<file path="config.mk">
export PLATFORM = sky130hd
export DESIGN_NAME = nearest_video_format_select
export DESIGN_NICKNAME = d
export VERILOG_FILES = /design/src/hw/rtl/nvfs_pkg.sv /design/src/hw/rtl/nvfs_cfg_regs.sv /design/src/hw/rtl/nvfs_score.sv /design/src/hw/rtl/nvfs_keep.sv /design/src/hw/rtl/nearest_video_format_select.sv
export SDC_FILE = /design/constraint.sdc
export NUM_CORES = 1
export LEC_CHECK = 0
export BUFFER_PORTS_ARGS = -buffer_cell sky130_fd_sc_hd__clkbuf_2
export CAP_MARGIN = 15
export CORE_MARGIN = 2
export CORE_UTILIZATION = 47
export DETAILED_ROUTE_END_ITERATION = 10
export GPL_ROUTABILITY_DRIVEN = 0
export PLACE_DENSITY = 0.74
export REMOVE_ABC_BUFFERS = 1
export SYNTH_ARGS = -nofsm -noshare
export SYNTH_HDL_FRONTEND = slang
export SYNTH_SLANG_ARGS = --single-unit
</file>
<file path="constraint.sdc">
create_clock -name clk -period 22.9 [get_ports clk]
set_input_delay 1.145 -clock clk [delete_from_list [all_inputs] [get_ports clk]]
set_output_delay 1.145 -clock clk [all_outputs]
set_load 0.01 [all_outputs]
</file>
<file path="src/hw/rtl/nvfs_pkg.sv">
// Package: shared constants, format table and stage control type for the format selector
`timescale 1ns / 1ps

package nvfs_pkg;

  localparam int FMT_BITS      = 4;
  localparam int SCORE_BITS    = 30;
  localparam int POS_OUT_BITS  = 8;
  localparam int BPP_BITS      = 6;
  localparam int PLANE_BITS    = 2;
  localparam int ADDR_BITS     = 4;
  localparam int DATA_BITS     = 32;

  localparam logic [FMT_BITS-1:0]   NUM_FORMATS = 4'd12;
  localparam logic [SCORE_BITS-1:0] SCORE_MAX   = '1;

  // Pixel format indexes in table order
  localparam logic [FMT_BITS-1:0] FMT_RGB32 = 4'd0;
  localparam logic [FMT_BITS-1:0] FMT_RGB24 = 4'd1;
  localparam logic [FMT_BITS-1:0] FMT_RGB16 = 4'd2;
  localparam logic [FMT_BITS-1:0] FMT_RGB15 = 4'd3;
  localparam logic [FMT_BITS-1:0] FMT_BGR32 = 4'd4;
  localparam logic [FMT_BITS-1:0] FMT_BGR24 = 4'd5;
  localparam logic [FMT_BITS-1:0] FMT_BGR16 = 4'd6;
  localparam logic [FMT_BITS-1:0] FMT_BGR15 = 4'd7;
  localparam logic [FMT_BITS-1:0] FMT_UYVY  = 4'd8;
  localparam logic [FMT_BITS-1:0] FMT_YUY2  = 4'd9;
  localparam logic [FMT_BITS-1:0] FMT_NV12  = 4'd10;
  localparam logic [FMT_BITS-1:0] FMT_NV21  = 4'd11;

  // Register indexes on the configuration port (word address)
  typedef enum logic [1:0] {
    REG_TARGET_FORMAT = 2'd0,
    REG_TARGET_WIDTH  = 2'd1,
    REG_TARGET_HEIGHT = 2'd2
  } reg_index_t;

  // Control bits that travel with a candidate down the pipeline
  typedef struct packed {
    logic valid;    // stage holds a candidate
    logic last;     // candidate closes its list
    logic counted;  // candidate takes part in the comparison
  } stage_ctl_t;

  // Bits per pixel of each known format; unknown formats give 0
  function automatic logic [BPP_BITS-1:0] fmt_bpp(input logic [FMT_BITS-1:0] fmt);
    logic [BPP_BITS-1:0] bpp;
    case (fmt)
      FMT_RGB32, FMT_BGR32:            bpp = 6'd32;
      FMT_RGB24, FMT_BGR24:            bpp = 6'd24;
      FMT_RGB16, FMT_RGB15, FMT_BGR16,
      FMT_BGR15, FMT_UYVY, FMT_YUY2:   bpp = 6'd16;
      FMT_NV12, FMT_NV21:              bpp = 6'd12;
      default:                         bpp = 6'd0;
    endcase
    return bpp;
  endfunction

  // Plane count of each known format; unknown formats give 0
  function automatic logic [PLANE_BITS-1:0] fmt_planes(input logic [FMT_BITS-1:0] fmt);
    logic [PLANE_BITS-1:0] planes;
    case (fmt)
      FMT_NV12, FMT_NV21: planes = 2'd2;
      default:            planes = (fmt < NUM_FORMATS) ? 2'd1 : 2'd0;
    endcase
    return planes;
  endfunction

endpackage

</file>
<file path="src/hw/rtl/nvfs_cfg_regs.sv">
// Target format registers behind the APB-style configuration port
`timescale 1ns / 1ps

module nvfs_cfg_regs
  import nvfs_pkg::*;
#(
  parameter int DIM_BITS = 14
) (
  input  logic                 clk,
  input  logic                 rst,
  input  logic                 psel,
  input  logic                 penable,
  input  logic                 pwrite,
  input  logic [ADDR_BITS-1:0] paddr,
  input  logic [DATA_BITS-1:0] pwdata,
  output logic [DATA_BITS-1:0] prdata,
  output logic                 pready,
  output logic [FMT_BITS-1:0]  target_format,
  output logic [DIM_BITS-1:0]  target_width,
  output logic [DIM_BITS-1:0]  target_height
);

  logic       wr_en;
  reg_index_t reg_sel;

  assign pready  = 1'b1;
  assign wr_en   = psel & penable & pwrite;
  assign reg_sel = reg_index_t'(paddr[3:2]);

  // Write the addressed register on the access phase
  always_ff @(posedge clk) begin
    if (rst) begin
      target_format <= '0;
      target_width  <= '0;
      target_height <= '0;
    end else if (wr_en) begin
      case (reg_sel)
        REG_TARGET_FORMAT: target_format <= pwdata[FMT_BITS-1:0];
        REG_TARGET_WIDTH:  target_width  <= pwdata[DIM_BITS-1:0];
        REG_TARGET_HEIGHT: target_height <= pwdata[DIM_BITS-1:0];
        default: ;
      endcase
    end
  end

  // Return the addressed register, zero-extended
  always_comb begin
    case (reg_sel)
      REG_TARGET_FORMAT: prdata = DATA_BITS'(target_format);
      REG_TARGET_WIDTH:  prdata = DATA_BITS'(target_width);
      REG_TARGET_HEIGHT: prdata = DATA_BITS'(target_height);
      default:           prdata = '0;
    endcase
  end

endmodule

</file>
<file path="src/hw/rtl/nvfs_score.sv">
// Input register, position counter and registered distance score of each candidate
`timescale 1ns / 1ps

module nvfs_score
  import nvfs_pkg::*;
#(
  parameter int MAX_CANDIDATES = 256,
  parameter int DIM_BITS       = 14
) (
  input  logic                                 clk,
  input  logic                                 rst,
  input  logic                                 advance,
  input  logic                                 cand_valid,
  input  logic [FMT_BITS-1:0]                  cand_format,
  input  logic [DIM_BITS-1:0]                  cand_width,
  input  logic [DIM_BITS-1:0]                  cand_height,
  input  logic                                 is_last,
  input  logic [FMT_BITS-1:0]                  target_format,
  input  logic [DIM_BITS-1:0]                  target_width,
  input  logic [DIM_BITS-1:0]                  target_height,
  output stage_ctl_t                           b_ctl,
  output logic [SCORE_BITS-1:0]                b_score,
  output logic [FMT_BITS-1:0]                  b_format,
  output logic [DIM_BITS-1:0]                  b_width,
  output logic [DIM_BITS-1:0]                  b_height,
  output logic [$clog2(MAX_CANDIDATES)-1:0]    b_pos
);

  localparam int POS_BITS = $clog2(MAX_CANDIDATES);
  localparam int CNT_BITS = $clog2(MAX_CANDIDATES + 1);
  localparam int SQ_BITS  = 2 * DIM_BITS;
  localparam int SUM_BITS = (SQ_BITS + 2 > SCORE_BITS) ? SQ_BITS + 2 : SCORE_BITS + 1;
  localparam logic [CNT_BITS-1:0] CNT_LIMIT = CNT_BITS'(MAX_CANDIDATES);

  logic                  in_fire;
  logic [CNT_BITS-1:0]   seen_count;

  stage_ctl_t            a_ctl;
  logic [FMT_BITS-1:0]   a_format;
  logic [DIM_BITS-1:0]   a_width;
  logic [DIM_BITS-1:0]   a_height;
  logic [POS_BITS-1:0]   a_pos;

  logic [DIM_BITS-1:0]   diff_w;
  logic [DIM_BITS-1:0]   diff_h;
  logic [BPP_BITS-1:0]   cand_bpp;
  logic [BPP_BITS-1:0]   tgt_bpp;
  logic [BPP_BITS-1:0]   diff_bpp;
  logic [PLANE_BITS-1:0] cand_pl;
  logic [PLANE_BITS-1:0] tgt_pl;
  logic [PLANE_BITS-1:0] diff_pl;
  logic [SQ_BITS-1:0]    sq_w;
  logic [SQ_BITS-1:0]    sq_h;
  logic [2*BPP_BITS-1:0] sq_bpp;
  logic [2*PLANE_BITS-1:0] sq_pl;
  logic [SUM_BITS-1:0]   sum;
  logic [SCORE_BITS-1:0] score;

  assign in_fire = cand_valid & advance;

  // Count positions within a list; stop at the limit, restart after the last candidate
  always_ff @(posedge clk) begin
    if (rst) begin
      seen_count <= '0;
    end else if (in_fire) begin
      if (is_last) begin
        seen_count <= '0;
      end else if (seen_count != CNT_LIMIT) begin
        seen_count <= seen_count + CNT_BITS'(1);
      end
    end
  end

  // Capture the request in the input stage
  always_ff @(posedge clk) begin
    if (rst) begin
      a_ctl <= '0;
    end else if (advance) begin
      a_ctl.valid   <= cand_valid;
      a_ctl.last    <= is_last;
      a_ctl.counted <= (seen_count != CNT_LIMIT) && (cand_format < NUM_FORMATS);
    end
  end

  always_ff @(posedge clk) begin
    if (in_fire) begin
      a_format <= cand_format;
      a_width  <= cand_width;
      a_height <= cand_height;
      a_pos    <= seen_count[POS_BITS-1:0];
    end
  end

  // Form the score: format mismatch plus four squared differences, saturated
  always_comb begin
    diff_w   = (a_width >= target_width) ? a_width - target_width : target_width - a_width;
    diff_h   = (a_height >= target_height) ? a_height - target_height
                                           : target_height - a_height;
    cand_bpp = fmt_bpp(a_format);
    tgt_bpp  = fmt_bpp(target_format);
    cand_pl  = fmt_planes(a_format);
    tgt_pl   = fmt_planes(target_format);
    diff_bpp = (cand_bpp >= tgt_bpp) ? cand_bpp - tgt_bpp : tgt_bpp - cand_bpp;
    diff_pl  = (cand_pl >= tgt_pl) ? cand_pl - tgt_pl : tgt_pl - cand_pl;
    sq_w     = SQ_BITS'(diff_w) * SQ_BITS'(diff_w);
    sq_h     = SQ_BITS'(diff_h) * SQ_BITS'(diff_h);
    sq_bpp   = (2*BPP_BITS)'(diff_bpp) * (2*BPP_BITS)'(diff_bpp);
    sq_pl    = (2*PLANE_BITS)'(diff_pl) * (2*PLANE_BITS)'(diff_pl);
    sum      = SUM_BITS'(sq_w) + SUM_BITS'(sq_h) + SUM_BITS'(sq_bpp) + SUM_BITS'(sq_pl)
             + SUM_BITS'(a_format != target_format);
    if (sum > SUM_BITS'(SCORE_MAX)) begin
      score = SCORE_MAX;
    end else begin
      score = sum[SCORE_BITS-1:0];
    end
  end

  // Advance the candidate and its score to the keep stage
  always_ff @(posedge clk) begin
    if (rst) begin
      b_ctl <= '0;
    end else if (advance) begin
      b_ctl <= a_ctl;
    end
  end

  always_ff @(posedge clk) begin
    if (advance && a_ctl.valid) begin
      b_score  <= score;
      b_format <= a_format;
      b_width  <= a_width;
      b_height <= a_height;
      b_pos    <= a_pos;
    end
  end

endmodule

</file>
<file path="src/hw/rtl/nvfs_keep.sv">
// Running best candidate of the current list and the result register
`timescale 1ns / 1ps

module nvfs_keep
  import nvfs_pkg::*;
#(
  parameter int MAX_CANDIDATES = 256,
  parameter int DIM_BITS       = 14
) (
  input  logic                              clk,
  input  logic                              rst,
  input  stage_ctl_t                        b_ctl,
  input  logic [SCORE_BITS-1:0]             b_score,
  input  logic [FMT_BITS-1:0]               b_format,
  input  logic [DIM_BITS-1:0]               b_width,
  input  logic [DIM_BITS-1:0]               b_height,
  input  logic [$clog2(MAX_CANDIDATES)-1:0] b_pos,
  output logic                              advance,
  output logic                              best_valid,
  input  logic                              best_stall,
  output logic [POS_OUT_BITS-1:0]           best_position,
  output logic [FMT_BITS-1:0]               best_format,
  output logic [DIM_BITS-1:0]               best_width,
  output logic [DIM_BITS-1:0]               best_height,
  output logic [SCORE_BITS-1:0]             best_score
);

  localparam int POS_BITS = $clog2(MAX_CANDIDATES);

  logic                  out_free;
  logic                  b_fire;
  logic                  take;

  logic                  low_valid;
  logic [SCORE_BITS-1:0] low_score;
  logic [FMT_BITS-1:0]   low_format;
  logic [DIM_BITS-1:0]   low_width;
  logic [DIM_BITS-1:0]   low_height;
  logic [POS_BITS-1:0]   low_position;

  logic [SCORE_BITS-1:0] low_score_next;
  logic [FMT_BITS-1:0]   low_format_next;
  logic [DIM_BITS-1:0]   low_width_next;
  logic [DIM_BITS-1:0]   low_height_next;
  logic [POS_BITS-1:0]   low_position_next;
  logic [POS_BITS+POS_OUT_BITS-1:0] pos_ext;

  // Hold the pipeline only when a closing candidate meets a result still waiting
  assign out_free = ~best_valid | ~best_stall;
  assign b_fire   = b_ctl.valid & (~b_ctl.last | out_free);
  assign advance  = ~b_ctl.valid | b_fire;

  // Keep the candidate if it is the first counted one or strictly better
  assign take = b_ctl.counted & (~low_valid | (b_score < low_score));

  always_comb begin
    if (take) begin
      low_score_next    = b_score;
      low_format_next   = b_format;
      low_width_next    = b_width;
      low_height_next   = b_height;
      low_position_next = b_pos;
    end else begin
      low_score_next    = low_score;
      low_format_next   = low_format;
      low_width_next    = low_width;
      low_height_next   = low_height;
      low_position_next = low_position;
    end
  end

  // Update the running best; clear it once the list closes
  always_ff @(posedge clk) begin
    if (rst) begin
      low_valid    <= 1'b0;
      low_score    <= SCORE_MAX;
      low_format   <= '0;
      low_width    <= '0;
      low_height   <= '0;
      low_position <= '0;
    end else if (b_fire) begin
      if (b_ctl.last) begin
        low_valid    <= 1'b0;
        low_score    <= SCORE_MAX;
        low_format   <= '0;
        low_width    <= '0;
        low_height   <= '0;
        low_position <= '0;
      end else begin
        low_valid    <= low_valid | take;
        low_score    <= low_score_next;
        low_format   <= low_format_next;
        low_width    <= low_width_next;
        low_height   <= low_height_next;
        low_position <= low_position_next;
      end
    end
  end

  assign pos_ext = {{POS_OUT_BITS{1'b0}}, low_position_next};

  // Load the result register on a closing candidate; drop it once taken
  always_ff @(posedge clk) begin
    if (rst) begin
      best_valid <= 1'b0;
    end else if (b_fire && b_ctl.last) begin
      best_valid <= 1'b1;
    end else if (!best_stall) begin
      best_valid <= 1'b0;
    end
  end

  always_ff @(posedge clk) begin
    if (b_fire && b_ctl.last) begin
      best_position <= pos_ext[POS_OUT_BITS-1:0];
      best_format   <= low_format_next;
      best_width    <= low_width_next;
      best_height   <= low_height_next;
      best_score    <= low_score_next;
    end
  end

  // A waiting result is never overwritten by the next closing candidate
  assert property (@(posedge clk) disable iff (rst)
    best_valid && best_stall && b_ctl.valid && b_ctl.last |-> !advance)
    else $error("result register overwritten while stalled");

  // The running best is empty after every closing candidate
  assert property (@(posedge clk) disable iff (rst)
    b_fire && b_ctl.last |=> !low_valid)
    else $error("selection not cleared at end of list");

  // An empty selection carries the reset score
  assert property (@(posedge clk) disable iff (rst)
    !low_valid |-> low_score == SCORE_MAX)
    else $error("empty selection holds a score");

  // A list with nothing counted reports the reset values
  assert property (@(posedge clk) disable iff (rst)
    b_fire && b_ctl.last && !low_valid && !b_ctl.counted
      |=> best_score == SCORE_MAX && best_position == '0)
    else $error("empty list result wrong");

endmodule

</file>
<file path="src/hw/rtl/nearest_video_format_select.sv">
// Top level: picks the candidate video format nearest to the configured target
// A closing candidate passes through the input stage, the score stage and then
// compare-and-keep into the result register.
// Throughput: one candidate per cycle; input stalls only while a result waits and
// the next closing candidate has reached the keep stage.
// Reset clears the target registers, the position count and the running best.
`timescale 1ns / 1ps

module nearest_video_format_select
  import nvfs_pkg::*;
#(
  parameter int MAX_CANDIDATES = 256,
  parameter int DIM_BITS       = 14
) (
  input  logic                    clk,
  input  logic                    rst,
  input  logic                    psel,
  input  logic                    penable,
  input  logic                    pwrite,
  input  logic [ADDR_BITS-1:0]    paddr,
  input  logic [DATA_BITS-1:0]    pwdata,
  output logic [DATA_BITS-1:0]    prdata,
  output logic                    pready,
  input  logic                    cand_valid,
  output logic                    cand_stall,
  input  logic [FMT_BITS-1:0]     cand_format,
  input  logic [DIM_BITS-1:0]     cand_width,
  input  logic [DIM_BITS-1:0]     cand_height,
  input  logic                    is_last,
  output logic                    best_valid,
  input  logic                    best_stall,
  output logic [POS_OUT_BITS-1:0] best_position,
  output logic [FMT_BITS-1:0]     best_format,
  output logic [DIM_BITS-1:0]     best_width,
  output logic [DIM_BITS-1:0]     best_height,
  output logic [SCORE_BITS-1:0]   best_score
);

  localparam int POS_BITS = $clog2(MAX_CANDIDATES);

  logic [FMT_BITS-1:0]   target_format;
  logic [DIM_BITS-1:0]   target_width;
  logic [DIM_BITS-1:0]   target_height;
  logic                  advance;
  stage_ctl_t            b_ctl;
  logic [SCORE_BITS-1:0] b_score;
  logic [FMT_BITS-1:0]   b_format;
  logic [DIM_BITS-1:0]   b_width;
  logic [DIM_BITS-1:0]   b_height;
  logic [POS_BITS-1:0]   b_pos;

  assign cand_stall = ~advance;

  // Hold the target format registers
  nvfs_cfg_regs #(
    .DIM_BITS(DIM_BITS)
  ) u_cfg (
    .clk           (clk),
    .rst           (rst),
    .psel          (psel),
    .penable       (penable),
    .pwrite        (pwrite),
    .paddr         (paddr),
    .pwdata        (pwdata),
    .prdata        (prdata),
    .pready        (pready),
    .target_format (target_format),
    .target_width  (target_width),
    .target_height (target_height)
  );

  // Register each request and score it
  nvfs_score #(
    .MAX_CANDIDATES(MAX_CANDIDATES),
    .DIM_BITS      (DIM_BITS)
  ) u_score (
    .clk           (clk),
    .rst           (rst),
    .advance       (advance),
    .cand_valid    (cand_valid),
    .cand_format   (cand_format),
    .cand_width    (cand_width),
    .cand_height   (cand_height),
    .is_last       (is_last),
    .target_format (target_format),
    .target_width  (target_width),
    .target_height (target_height),
    .b_ctl         (b_ctl),
    .b_score       (b_score),
    .b_format      (b_format),
    .b_width       (b_width),
    .b_height      (b_height),
    .b_pos         (b_pos)
  );

  // Keep the best candidate and present the result
  nvfs_keep #(
    .MAX_CANDIDATES(MAX_CANDIDATES),
    .DIM_BITS      (DIM_BITS)
  ) u_keep (
    .clk           (clk),
    .rst           (rst),
    .b_ctl         (b_ctl),
    .b_score       (b_score),
    .b_format      (b_format),
    .b_width       (b_width),
    .b_height      (b_height),
    .b_pos         (b_pos),
    .advance       (advance),
    .best_valid    (best_valid),
    .best_stall    (best_stall),
    .best_position (best_position),
    .best_format   (best_format),
    .best_width    (best_width),
    .best_height   (best_height),
    .best_score    (best_score)
  );

endmodule
</file>
== Word level (Yosys, flattened, before mapping) ==
Memories as Yosys holds them, arrays and structs flattened. A register that Yosys moved wholly into a read port is not among the register bits.
Index checks and enable logic that the tools add are counted.

* Div/mod/pow operators: 0
* Reductions and logical operators: 11
* Muxes and demuxes: 27
* Equality and inequality tests: 9
* Multiply operators: 4
* $add $sub $neg: 13
* $lt $le $gt $ge: 9
* Shift-type cells: 0
* Bitwise gates (word level): 16

{| class="wikitable"
|+ Operators with widths
! operator !! count
|-
| 14-bit 2-to-1 mux || 6
|-
| 30-bit 2-to-1 mux || 2
|-
| 14-bit by 14-bit multiplier with 28-bit output || 2
|-
| 14-bit subtractor || 4
|-
| 14-bit one-hot mux with 3 select lines || 1
|-
| 31-bit by 1-bit adder with 31-bit output || 1
|-
| 31-bit by 12-bit adder with 31-bit output || 1
|-
| 31-bit by 4-bit adder with 31-bit output || 1
|-
| 31-bit by 30-bit > comparator with 1-bit output, second input constant || 1
|-
| 30-bit less-than comparator || 1
|-
| 28-bit by 28-bit adder with 29-bit output || 1
|-
| 14-bit >= comparator || 2
|-
| 4-bit 2-to-1 mux || 5
|-
| 9-bit 2-to-1 mux || 2
|-
| 4-bit == test, second input constant || 4
|-
| 8-bit 2-to-1 mux || 2
|-
| 4-bit less-than comparator, second input constant || 3
|-
| 6-bit by 6-bit multiplier with 12-bit output || 1
|-
| 6-bit subtractor || 2
|-
| 9-bit by 1-bit adder with 9-bit output, second input constant || 1
|-
| 9-bit != test, second input constant || 1
|-
| 2-bit AND reduction || 4
|-
| 6-bit >= comparator || 1
|-
| 2-bit 2-to-1 mux || 3
|-
| 16 further kinds || 37
|}

* RAM bits: 0
* Memories kept: 2
* Input bits: 76
* Register bits after elaboration: 299
* Bits in latches: 0
* Memory bits (read-only): 128
* Logic and storage cells: 122
* Output and inout port bits: 105

{| class="wikitable"
|+ Memory list
! memory !! words !! width !! rd ports !! clocked after Yosys merged registers in !! wr ports !! RTL line !! RTL
|-
| (name not given) || 16 || 4 || 1 || 1 || 0 || nvfs_pkg.sv:48 || <nowiki>case (fmt)</nowiki>
|-
| (name not given) || 16 || 4 || 1 || 1 || 0 || nvfs_pkg.sv:48 ||
|}

== Depth between registers and ports, before layout ==
Gate-level depths: netlist of the first run.

* Word-level depth: 9
* Mapped depth: 44

== By module ==
A second synthesis of the first run with hierarchy kept.

* Cells, all modules: 2799
* Area, all modules: 28257.1 sq um

{| class="wikitable"
|+ Modules (own cells, without submodules)
! module !! cells each !! area an instance (sq um) !! times used
|-
| nvfs_score || 2056 || 19921.6 || 1
|-
| nvfs_keep || 570 || 6622.6 || 1
|-
| nvfs_cfg_regs || 172 || 1709.1 || 1
|-
| nearest_video_format_select || 1 || 3.8 || 1
|}

== Least setup slack after synthesis of the first run ==
OpenSTA, ideal clock, no wires.

* Kind: register -> register
* From: register u_score.a_width[0]
* To: register u_score.b_score[28], data pin
* Setup slack: 12.568 ns
* Clock period less this slack: 10.332 ns
* Data required time: 22.639 ns
* Stages on the path, launching flop included: 40
* Data arrival time: 10.070 ns
* Path through: edfxtp_1 > inv_1 > ha_1 > inv_1 > fa_1 > nand3_1 > o21ai_0 > a221oi_2 > o211ai_2 > a211oi_1 > a21oi_1 > a211o_1 > xnor2_1 > nand2b_1 > fa_1 > inv_1 > fa_1 > fa_1 > (+4 left out) > fa_1 > inv_1 > fa_1 > inv_1 > ha_1 > o21ai_0 > nor2_1 > a21oi_1 > fa_1 > ha_1 > ha_1 > and3_1 > a221o_1 > nand2_1 > a21oi_1 > nor4b_1 > nand4_1 > xnor2_1

* Longest elaborated chain between the ends: 8

{| class="wikitable"
|+ RTL lines
! item !! RTL line !! RTL
|-
| start, declared || nvfs_score.sv:40 || <nowiki>logic [DIM_BITS-1:0] a_width;</nowiki>
|-
| start signal, assigned || nvfs_score.sv:88 || <nowiki>a_width <= cand_width;</nowiki>
|-
| 14-bit subtractor / 14-bit >= comparator (equally long branches) || nvfs_score.sv:96 || <nowiki>diff_w = (a_width >= target_width) ? a_width - target_width : target_width - a_width;</nowiki>
|-
| 14-bit 2-to-1 mux * || nvfs_score.sv:96 ||
|-
| 14-bit by 14-bit multiplier with 28-bit output * || nvfs_score.sv:105 || <nowiki>sq_w = SQ_BITS'(diff_w) * SQ_BITS'(diff_w);</nowiki>
|-
| 28-bit by 28-bit adder with 29-bit output * || nvfs_score.sv:109 || <nowiki>sum = SUM_BITS'(sq_w) + SUM_BITS'(sq_h) + SUM_BITS'(sq_bpp) + SUM_BITS'(sq_pl)</nowiki>
|-
| 31-bit by 12-bit adder with 31-bit output * || nvfs_score.sv:109 ||
|-
| 31-bit by 4-bit adder with 31-bit output * || nvfs_score.sv:109 ||
|-
| 31-bit by 1-bit adder with 31-bit output * || nvfs_score.sv:110 || <nowiki>+ SUM_BITS'(a_format != target_format);</nowiki>
|-
| 31-bit by 30-bit > comparator with 1-bit output || nvfs_score.sv:111 || <nowiki>if (sum > SUM_BITS'(SCORE_MAX)) begin</nowiki>
|-
| end signal, assigned || nvfs_score.sv:129 || <nowiki>b_score <= score;</nowiki>
|-
| end, declared || nvfs_score.sv:22 || <nowiki>output logic [SCORE_BITS-1:0] b_score,</nowiki>
|}

Mark *: on every way between the ends. The rest lies on a longest branch, timed or not.
A chain may end at the register's enable or synchronous reset.

== Worst setup path in the final report of the first run ==
* From: register u_cfg.target_width[2]
* To: register u_score.b_score[28], data pin

* Longest elaborated chain between the ends: 8

{| class="wikitable"
|+ RTL lines
! item !! RTL line !! RTL
|-
| start, declared || nvfs_cfg_regs.sv:19 || <nowiki>output logic [DIM_BITS-1:0] target_width,</nowiki>
|-
| start signal, assigned || nvfs_cfg_regs.sv:39 || <nowiki>REG_TARGET_WIDTH: target_width <= pwdata[DIM_BITS-1:0];</nowiki>
|-
| 14-bit subtractor / 14-bit >= comparator (equally long branches) || nvfs_score.sv:96 ||
|-
| 14-bit 2-to-1 mux * || nvfs_score.sv:96 ||
|-
| 14-bit by 14-bit multiplier with 28-bit output * || nvfs_score.sv:105 ||
|-
| 28-bit by 28-bit adder with 29-bit output * || nvfs_score.sv:109 ||
|-
| 31-bit by 12-bit adder with 31-bit output * || nvfs_score.sv:109 ||
|-
| 31-bit by 4-bit adder with 31-bit output * || nvfs_score.sv:109 ||
|-
| 31-bit by 1-bit adder with 31-bit output * || nvfs_score.sv:110 ||
|-
| 31-bit by 30-bit > comparator with 1-bit output || nvfs_score.sv:111 ||
|}

Marks and branches as above.

==> results.sh, run 1 <==
export IMPL_rsz0062_at_grt="false"
export IMPL_synth_area_um2=28500
export IMPL_skew_ns=0.0153
export IMPL_synth_mux_area_frac=0.0650
export IMPL_via_count=20000
export IMPL_num_nets_final=3655
export IMPL_ff_latch_area_um2=7950
export IMPL_synth_compound_area_frac=0.0860
export IMPL_status="finished, final reports clean"
export IMPL_drv_slew=0
export IMPL_path_max_fanout=18
export IMPL_root_buffer="clkbuf_16"
export IMPL_grt_pass1_wl_um=100000
export IMPL_clockBufferDepth=3
export IMPL_first_pass_iters=5
export IMPL_fin_area_um2=30900
export IMPL_dr_first_iter_drc_count=1391
export IMPL_syn_inst=2900
export IMPL_cts_num_sinks=307
export IMPL_core_um2=60100
export IMPL_synth_top_family_by_area="adder cells"
export IMPL_startpoint="u_cfg.target_width[2]$_SDFFE_PP0P_"
export IMPL_die_y_um=250
export IMPL_period_minus_slack_ns=12.30
export IMPL_hold_viol_final=0
export IMPL_dpl_cell_area_um2=29900
export IMPL_slowest_stage="nor4b_1"
export IMPL_nFillCells=5421
export IMPL_start_kind="flip-flop"
export IMPL_tightestPinTransition_ns=1.13
export IMPL_ys_seq_elements=307
export IMPL_clk_latency_ns=0.59
export IMPL_ff2ff_path_depth=38
export IMPL_reg2reg_slack_ns=10.60
export IMPL_cp_common_cell="fa_1"
export IMPL_post_route_period_util=0.537
export IMPL_wire_per_inst_um=16.2
export IMPL_fin_setup_tns_ns=0
export IMPL_path_class="reg2reg"
export IMPL_vias_per_cell=5.24
export IMPL_post_cts_setup_buffer_count=0
export IMPL_dp_hpwl_um=49000
export IMPL_min_path_type="reg2reg"
export IMPL_crit_end="u_score.b_score[28]$_SDFFCE_PN1P_"
export IMPL_grt_overflow=0
export IMPL_htree_levels=1
export IMPL_rows=90
export IMPL_grt_pass1_vias=20000
export IMPL_synth_adder_area_share=0.331
export IMPL_required_ns=23.22
export IMPL_synth_edf_count=180
export IMPL_hp_start="u_score.a_pos[3]$_DFFE_PP_"
export IMPL_cts_tree="done"
export IMPL_slowest_delay_ns=0.84
export IMPL_diodes=0
export IMPL_cap_violations=0
export IMPL_yosysUniqueCellTypes=92
export IMPL_async_flop_share=0
export IMPL_drive_gt1_frac=0.119
export IMPL_yosys_warnings=0
export IMPL_multi_input_area_um2=18000
export IMPL_ctsResizeCount=0
export IMPL_grt_max_degree=71
export IMPL_grt_antenna_before_repair=0
export IMPL_crit_arrival_ns=12.62
export IMPL_track_usage=0.197
export IMPL_syn_to_final_growth_pct=8.72
export IMPL_avgSynthCellArea_um2=9.81
export IMPL_slew_headroom=0.248
export IMPL_ctsHoldBuffers=0
export IMPL_fmax_mhz=81.3
export IMPL_path_clk_slew_ns=0.06
export IMPL_setup_viol=0
export IMPL_numCtsBuffers=31
export IMPL_drc=0
export IMPL_numPlacedInstances=3759
export IMPL_ant_nets=0
export IMPL_ys_seq_area_frac=0.279
export IMPL_synth_simple_area_share=0.117
export IMPL_io_pins=181
export IMPL_ys_flop_type="edfxtp_1"
export IMPL_portBuffers=141
export IMPL_final_cells=3816
export IMPL_die_w_um=250
export IMPL_endpoint_kind="flip-flop"
export IMPL_start_util=0.473
export IMPL_synth_xor_area_frac=0.0272
export IMPL_wirelength_um=61800
export IMPL_worstReg2RegEnd="u_score.b_score[28]$_SDFFCE_PN1P_"
export IMPL_die_area_um2=62500
export IMPL_rr_startpoint="u_cfg.target_width[2]$_SDFFE_PP0P_"
## worst max-delay path: cells and delay by family (launching register included)
family	cells	cell delay, ns
buffers and inverters	7	0.83
AND/OR/NAND/NOR	8	2.04
adder cells (fa/ha/maj)	12	5.37
XOR/XNOR	1	0.19
multiplexers	1	0.23
flip-flops	1	0.45
AO/OA/AOI/OAI	9	2.92
## registers in the layout, summed over array words and instances, names as in the netlist, 9 cells and up
| name | cells |
|---|---|
| u_cfg.target_width | 14 |
| u_score.b_score | 30 |
| u_keep.best_score | 30 |
| u_score.a_height | 14 |
| u_keep.low_width | 14 |
| u_keep.low_score | 30 |
| u_score.seen_count | 9 |
| u_keep.low_height | 14 |
| u_keep.best_width | 14 |
| u_score.a_width | 14 |
| u_cfg.target_height | 14 |
| u_keep.best_height | 14 |
| u_score.b_height | 14 |
| u_score.b_width | 14 |
## routing by layer
layer | up-vias | share of wire | GRT usage
met3 | 116 | 0.047 | 0.0202
met4 | 0 | 0.034 | 0.0700
met2 | 453 | 0.51 | 0.349
met5 | - | 0 | 0
met1 | 9869 | 0.41 | 0.250
li1 | 9572 | - | -
## layout by cell type (no fill, tap or decap), types with 16 or more instances in the layout
cell	instances
inv_1	537
fa_1	308
nor2_1	264
ha_1	261
nand2_1	258
edfxtp_1	180
clkbuf_2	141
dfxtp_1	127
a21oi_1	120
mux2i_1	95
mux2_2	76
o21ai_0	51
a21o_1	50
xnor2_1	49
nand2b_1	41
buf_4	34
xor2_1	31
clkbuf_16	31
nand3_1	25
nand4_1	19
conb_1	19
and3_1	17
a211oi_1	17
nor3_1	16
or2_2	16
## worst min-delay path by stage
stage          cells after the start                         end
6_report                           0  u_score.b_pos[3]$_DFFE_PP_
5_1_grt                            0  u_score.b_pos[0]$_DFFE_PP_
4_1_cts                            0  u_score.b_pos[3]$_DFFE_PP_
3_5_place_dp                       0  u_score.b_pos[3]$_DFFE_PP_
3_3_place_gp                       0  u_score.b_pos[2]$_DFFE_PP_
2_1_floorplan                      0  u_score.b_pos[0]$_DFFE_PP_
## cell type report
class	count	area share
multi-input cells	1948	0.580
flip-flops and latches	307	0.257
inverters	547	0.0664
well taps	782	0.0316
repair buffers	175	0.0311
clock buffers	44	0.0276
clock inverters	13	0.00603
## synthesized netlist by cell type (all sizes together), types with 7 or more instances
cell / count / area share
inv: 545 / 0.072
fa: 308 / 0.22
nor2: 276 / 0.037
ha: 261 / 0.11
nand2: 258 / 0.034
edfxtp: 180 / 0.19
dfxtp: 127 / 0.089
a21oi: 121 / 0.021
mux2i: 96 / 0.034
mux2: 79 / 0.031
clkbuf: 67 / 0.0096
o21ai: 53 / 0.0093
xnor2: 52 / 0.017
a21o: 50 / 0.013
buf: 48 / 0.012
nand2b: 41 / 0.0090
xor2: 33 / 0.011
nand3: 25 / 0.0044
nand4: 20 / 0.0049
and3: 19 / 0.0043
a211oi: 18 / 0.0049
or2: 18 / 0.0040
nor3: 17 / 0.0030
o21a: 15 / 0.0040
a22o: 12 / 0.0037
and2: 12 / 0.0026
nor2b: 11 / 0.0024
a21boi: 10 / 0.0032
or3: 10 / 0.0022
o211ai: 9 / 0.0026
o21bai: 9 / 0.0024
a221oi: 7 / 0.0030
## per-stage QoR
| stage | utilization | setup WS (ns) | hold WS, ns |
|---|---|---|---|
| after CTS | 0.514 | 10.72 | 0.421 |
| final | 0.514 | 10.60 | 0.423 |
| after detailed placement | 0.497 | 10.77 | 0.406 |
| after global placement | 0.497 | 10.80 | 0.402 |
| after floorplan | - | 12.09 | 0.400 |
| after global routing | 0.514 | 9.69 | 0.429 |
## cells by family (layout without fill, tap and decap cells)
logic type / after synthesis / after routing
compound gates: 361 / 361
xor+xnor: 85 / 85
fa+ha+maj: 569 / 569
buf+inv: 662 / 779
flops: 307 / 307
mux: 175 / 175
other cells: 2 / 19
simple gates: 739 / 739
Power of run 1 is not shown: default switching activity piles up to over one toggle a cycle in this logic, so the estimate is an artifact.
==> inputs of run 2 (changes only) <==
--- a/config.mk
+++ b/config.mk
@@ -5,13 +5,14 @@
 export SDC_FILE = /design/constraint.sdc
 export NUM_CORES = 1
 export LEC_CHECK = 0
+export ABC_AREA = 1
 export BUFFER_PORTS_ARGS = -buffer_cell sky130_fd_sc_hd__clkbuf_2
 export CAP_MARGIN = 15
 export CORE_MARGIN = 2
 export CORE_UTILIZATION = 47
 export DETAILED_ROUTE_END_ITERATION = 10
 export GPL_ROUTABILITY_DRIVEN = 0
-export PLACE_DENSITY = 0.74
+export PLACE_DENSITY = 0.77
 export REMOVE_ABC_BUFFERS = 1
 export SYNTH_ARGS = -nofsm -noshare
 export SYNTH_HDL_FRONTEND = slang
==> constraint.sdc (replaced) <==
create_clock -name clk -period 11 [get_ports clk]
set_input_delay 0.55 -clock clk [delete_from_list [all_inputs] [get_ports clk]]
set_output_delay 0.55 -clock clk [all_outputs]
set_load 0.01 [all_outputs]
==> run 2 against run 1 <==
Compared with the run above: die area increased by 2.3%; utilization decreased by 0.31 points; flip-flop and latch count unchanged; synthesized cell count increased by 18%; critical path type unchanged; clock skew increased by 0.0015 ns; non-clock buffer count decreased by 13; worst hold slack got worse by 0.28 ns; cell area increased by 1.6%; wire length increased by 4.2%; critical path depth increased by 10; sequential share of layout area decreased by 0.41 points; largest cell class unchanged; maximum frequency increased by 18%.
==> results.sh, run 2 <==
export IMPL_track_usage=0.207
export IMPL_yosysUniqueCellTypes=55
export IMPL_dp_hpwl_um=51800
export IMPL_synth_edf_count=180
export IMPL_endpoint_kind="flip-flop"
export IMPL_whs_endpoint="u_score.a_height[13]$_DFFE_PP_"
export IMPL_cts_num_sinks=307
export IMPL_drv_slew=0
export IMPL_slowest_stage="fa_1"
export IMPL_grt_met3_usage=0.0207
export IMPL_reg2reg_slack_ns=0.59
export IMPL_period_minus_slack_ns=10.41
export IMPL_worstReg2RegEnd="u_score.b_score[25]$_SDFFCE_PN1P_"
export IMPL_grt_max_degree=78
export IMPL_die_y_um=253
export IMPL_num_nets_final=4170
export IMPL_ys_seq_area_frac=0.273
export IMPL_hp_start="cand_height[13]"
export IMPL_setup_viol=0
export IMPL_yosysMostFrequentCell="inv_1"
export IMPL_via_count=22000
export IMPL_busiest_layer="met2"
export IMPL_required_ns=11.34
export IMPL_first_pass_iters=5
export IMPL_synth_area_um2=29100
export IMPL_drc=0
export IMPL_start_util=0.474
export IMPL_syn_to_final_growth_pct=7.92
export IMPL_startpoint="u_score.a_height[0]$_DFFE_PP_"
export IMPL_grt_antenna_before_repair=1
export IMPL_ant_nets=0
export IMPL_ctsResizeCount=0
export IMPL_vias_per_cell=5.06
export IMPL_htree_levels=1
export IMPL_min_path_type="in2reg"
export IMPL_root_buffer="clkbuf_16"
export IMPL_rows=91
export IMPL_syn_inst=3426
export IMPL_cap_violations=0
export IMPL_synth_top_cell_by_area="fa_1"
export IMPL_start_kind="flip-flop"
export IMPL_portBuffers=141
export IMPL_final_common_cell="inv_1"
export IMPL_dr_first_iter_drc_count=1415
export IMPL_ys_flop_type="edfxtp_1"
export IMPL_numPlacedInstances=4284
export IMPL_hold_viol_final=0
export IMPL_numCtsBuffers=29
export IMPL_met1_usage=0.259
export IMPL_hold_depth=1
export IMPL_crit_arrival_ns=10.75
export IMPL_synth_top_area_frac=0.212
export IMPL_path_clk_slew_ns=0.07
export IMPL_layout_common_cells="inv_1 (822), nand2_1 (508), fa_1 (308)"
export IMPL_grt_pass1_wl_um=107000
export IMPL_async_flop_share=0
export IMPL_skew_ns=0.0169
export IMPL_path_class="reg2reg"
export IMPL_rr_startpoint="u_score.a_height[0]$_DFFE_PP_"
export IMPL_status="finished, final reports clean"
export IMPL_slew_headroom=0.358
export IMPL_cts_tree="done"
export IMPL_use_met2=0.368
export IMPL_path_max_fanout=16
export IMPL_fin_area_um2=31400
export IMPL_drive_gt1_frac=0.0947
export IMPL_post_route_period_util=0.946
export IMPL_clockBufferDepth=3
export IMPL_final_setup_worst_slack_ns=0.594
export IMPL_slowest_delay_ns=0.58
export IMPL_final_cells=4339
export IMPL_core_um2=61500
export IMPL_rsz0062_at_grt="false"
export IMPL_die_w_um=253
export IMPL_fmax_mhz=96.1
export IMPL_ff2ff_path_depth=48
export IMPL_synthTopCellsByCount="inv_1 (823), nand2_1 (509), fa_1 (308)"
export IMPL_dpl_cell_area_um2=30400
export IMPL_wirelength_um=64400
export IMPL_ctsHoldBuffers=0
export IMPL_post_cts_setup_buffer_count=0
export IMPL_grt_overflow=0
export IMPL_wire_per_inst_um=14.8
export IMPL_largest_registers="u_keep.best_score x30, u_keep.low_score x30, u_score.b_score x30"
export IMPL_cp_common_cell="nand2_1"
export IMPL_fin_setup_tns_ns=0
export IMPL_clk_latency_ns=0.59
export IMPL_ys_seq_elements=307
export IMPL_die_area_um2=64000
export IMPL_pre_cts_slack_ns=0.697
export IMPL_synth_area_leaders="fa_1 (21%), edfxtp_1 (19%), ha_1 (11%)"
export IMPL_avgSynthCellArea_um2=8.50
export IMPL_grt_pass1_vias=21900
export IMPL_io_pins=181
export IMPL_yosys_warnings=0
export IMPL_tightestPinTransition_ns=0.964
[run 2: worst max-delay path by stage]
stage	depth (start not counted)	slack, ns	endpoint
finish	48	0.59	u_score.b_score[25]$_SDFFCE_PN1P_
global route	48	0.04	u_score.b_score[27]$_SDFFCE_PN1P_
CTS	48	0.70	u_score.b_score[25]$_SDFFCE_PN1P_
detailed placement	45	0.70	u_score.b_score[25]$_SDFFCE_PN1P_
global placement	45	0.85	u_score.b_score[25]$_SDFFCE_PN1P_
floorplan	49	1.73	u_score.b_score[27]$_SDFFCE_PN1P_
[run 2: cell families after synthesis]
group	Yosys count	share of synthesized area
AND/OR/NAND/NOR	1057	0.162
other	2	0.000258
multiplexers	1	0.000344
adder cells (fa/ha/maj)	569	0.324
AO/OA/AOI/OAI	433	0.0804
XOR/XNOR	91	0.0276
flip-flops	307	0.273
buffers and inverters	966	0.133
[run 2: layout make-up]
type                    count  area [µm²]
fillers                  5541       30000
clock buffers              36         782
repair buffers            162         863
inverters                 855        3210
multi-input cells        2170       17400
well taps                 790         988
clock inverters            18         236
diodes                      1        2.50
flip-flops and latches    307        7950
[run 2: metal layers]
| layer | vias to the layer above | wire [µm] |
|---|---|---|
| li1 | 10700 | - |
| met1 | 10600 | 26800 |
| met4 | 0 | 2330 |
| met2 | 598 | 31700 |
| met3 | 144 | 3480 |
| met5 | - | 0 |
[run 2: metrics by stage]
step                       util  hold WS, ns
final                     0.511        0.138
after global routing      0.511        0.127
after CTS                 0.511        0.112
after detailed placement  0.495        0.406
after global placement    0.495        0.401
after floorplan               -        0.400
[run 2: worst max-delay path, delay by kind of cell, from the launching register on]
family / cells / cell delay (ns)
fa+ha+maj: 13 / 5.82
flops: 1 / 0.42
compound gates: 2 / 0.25
buf+inv: 10 / 0.80
simple gates: 22 / 2.69
xor+xnor: 1 / 0.19
Power of run 2 is left out for the same reason.
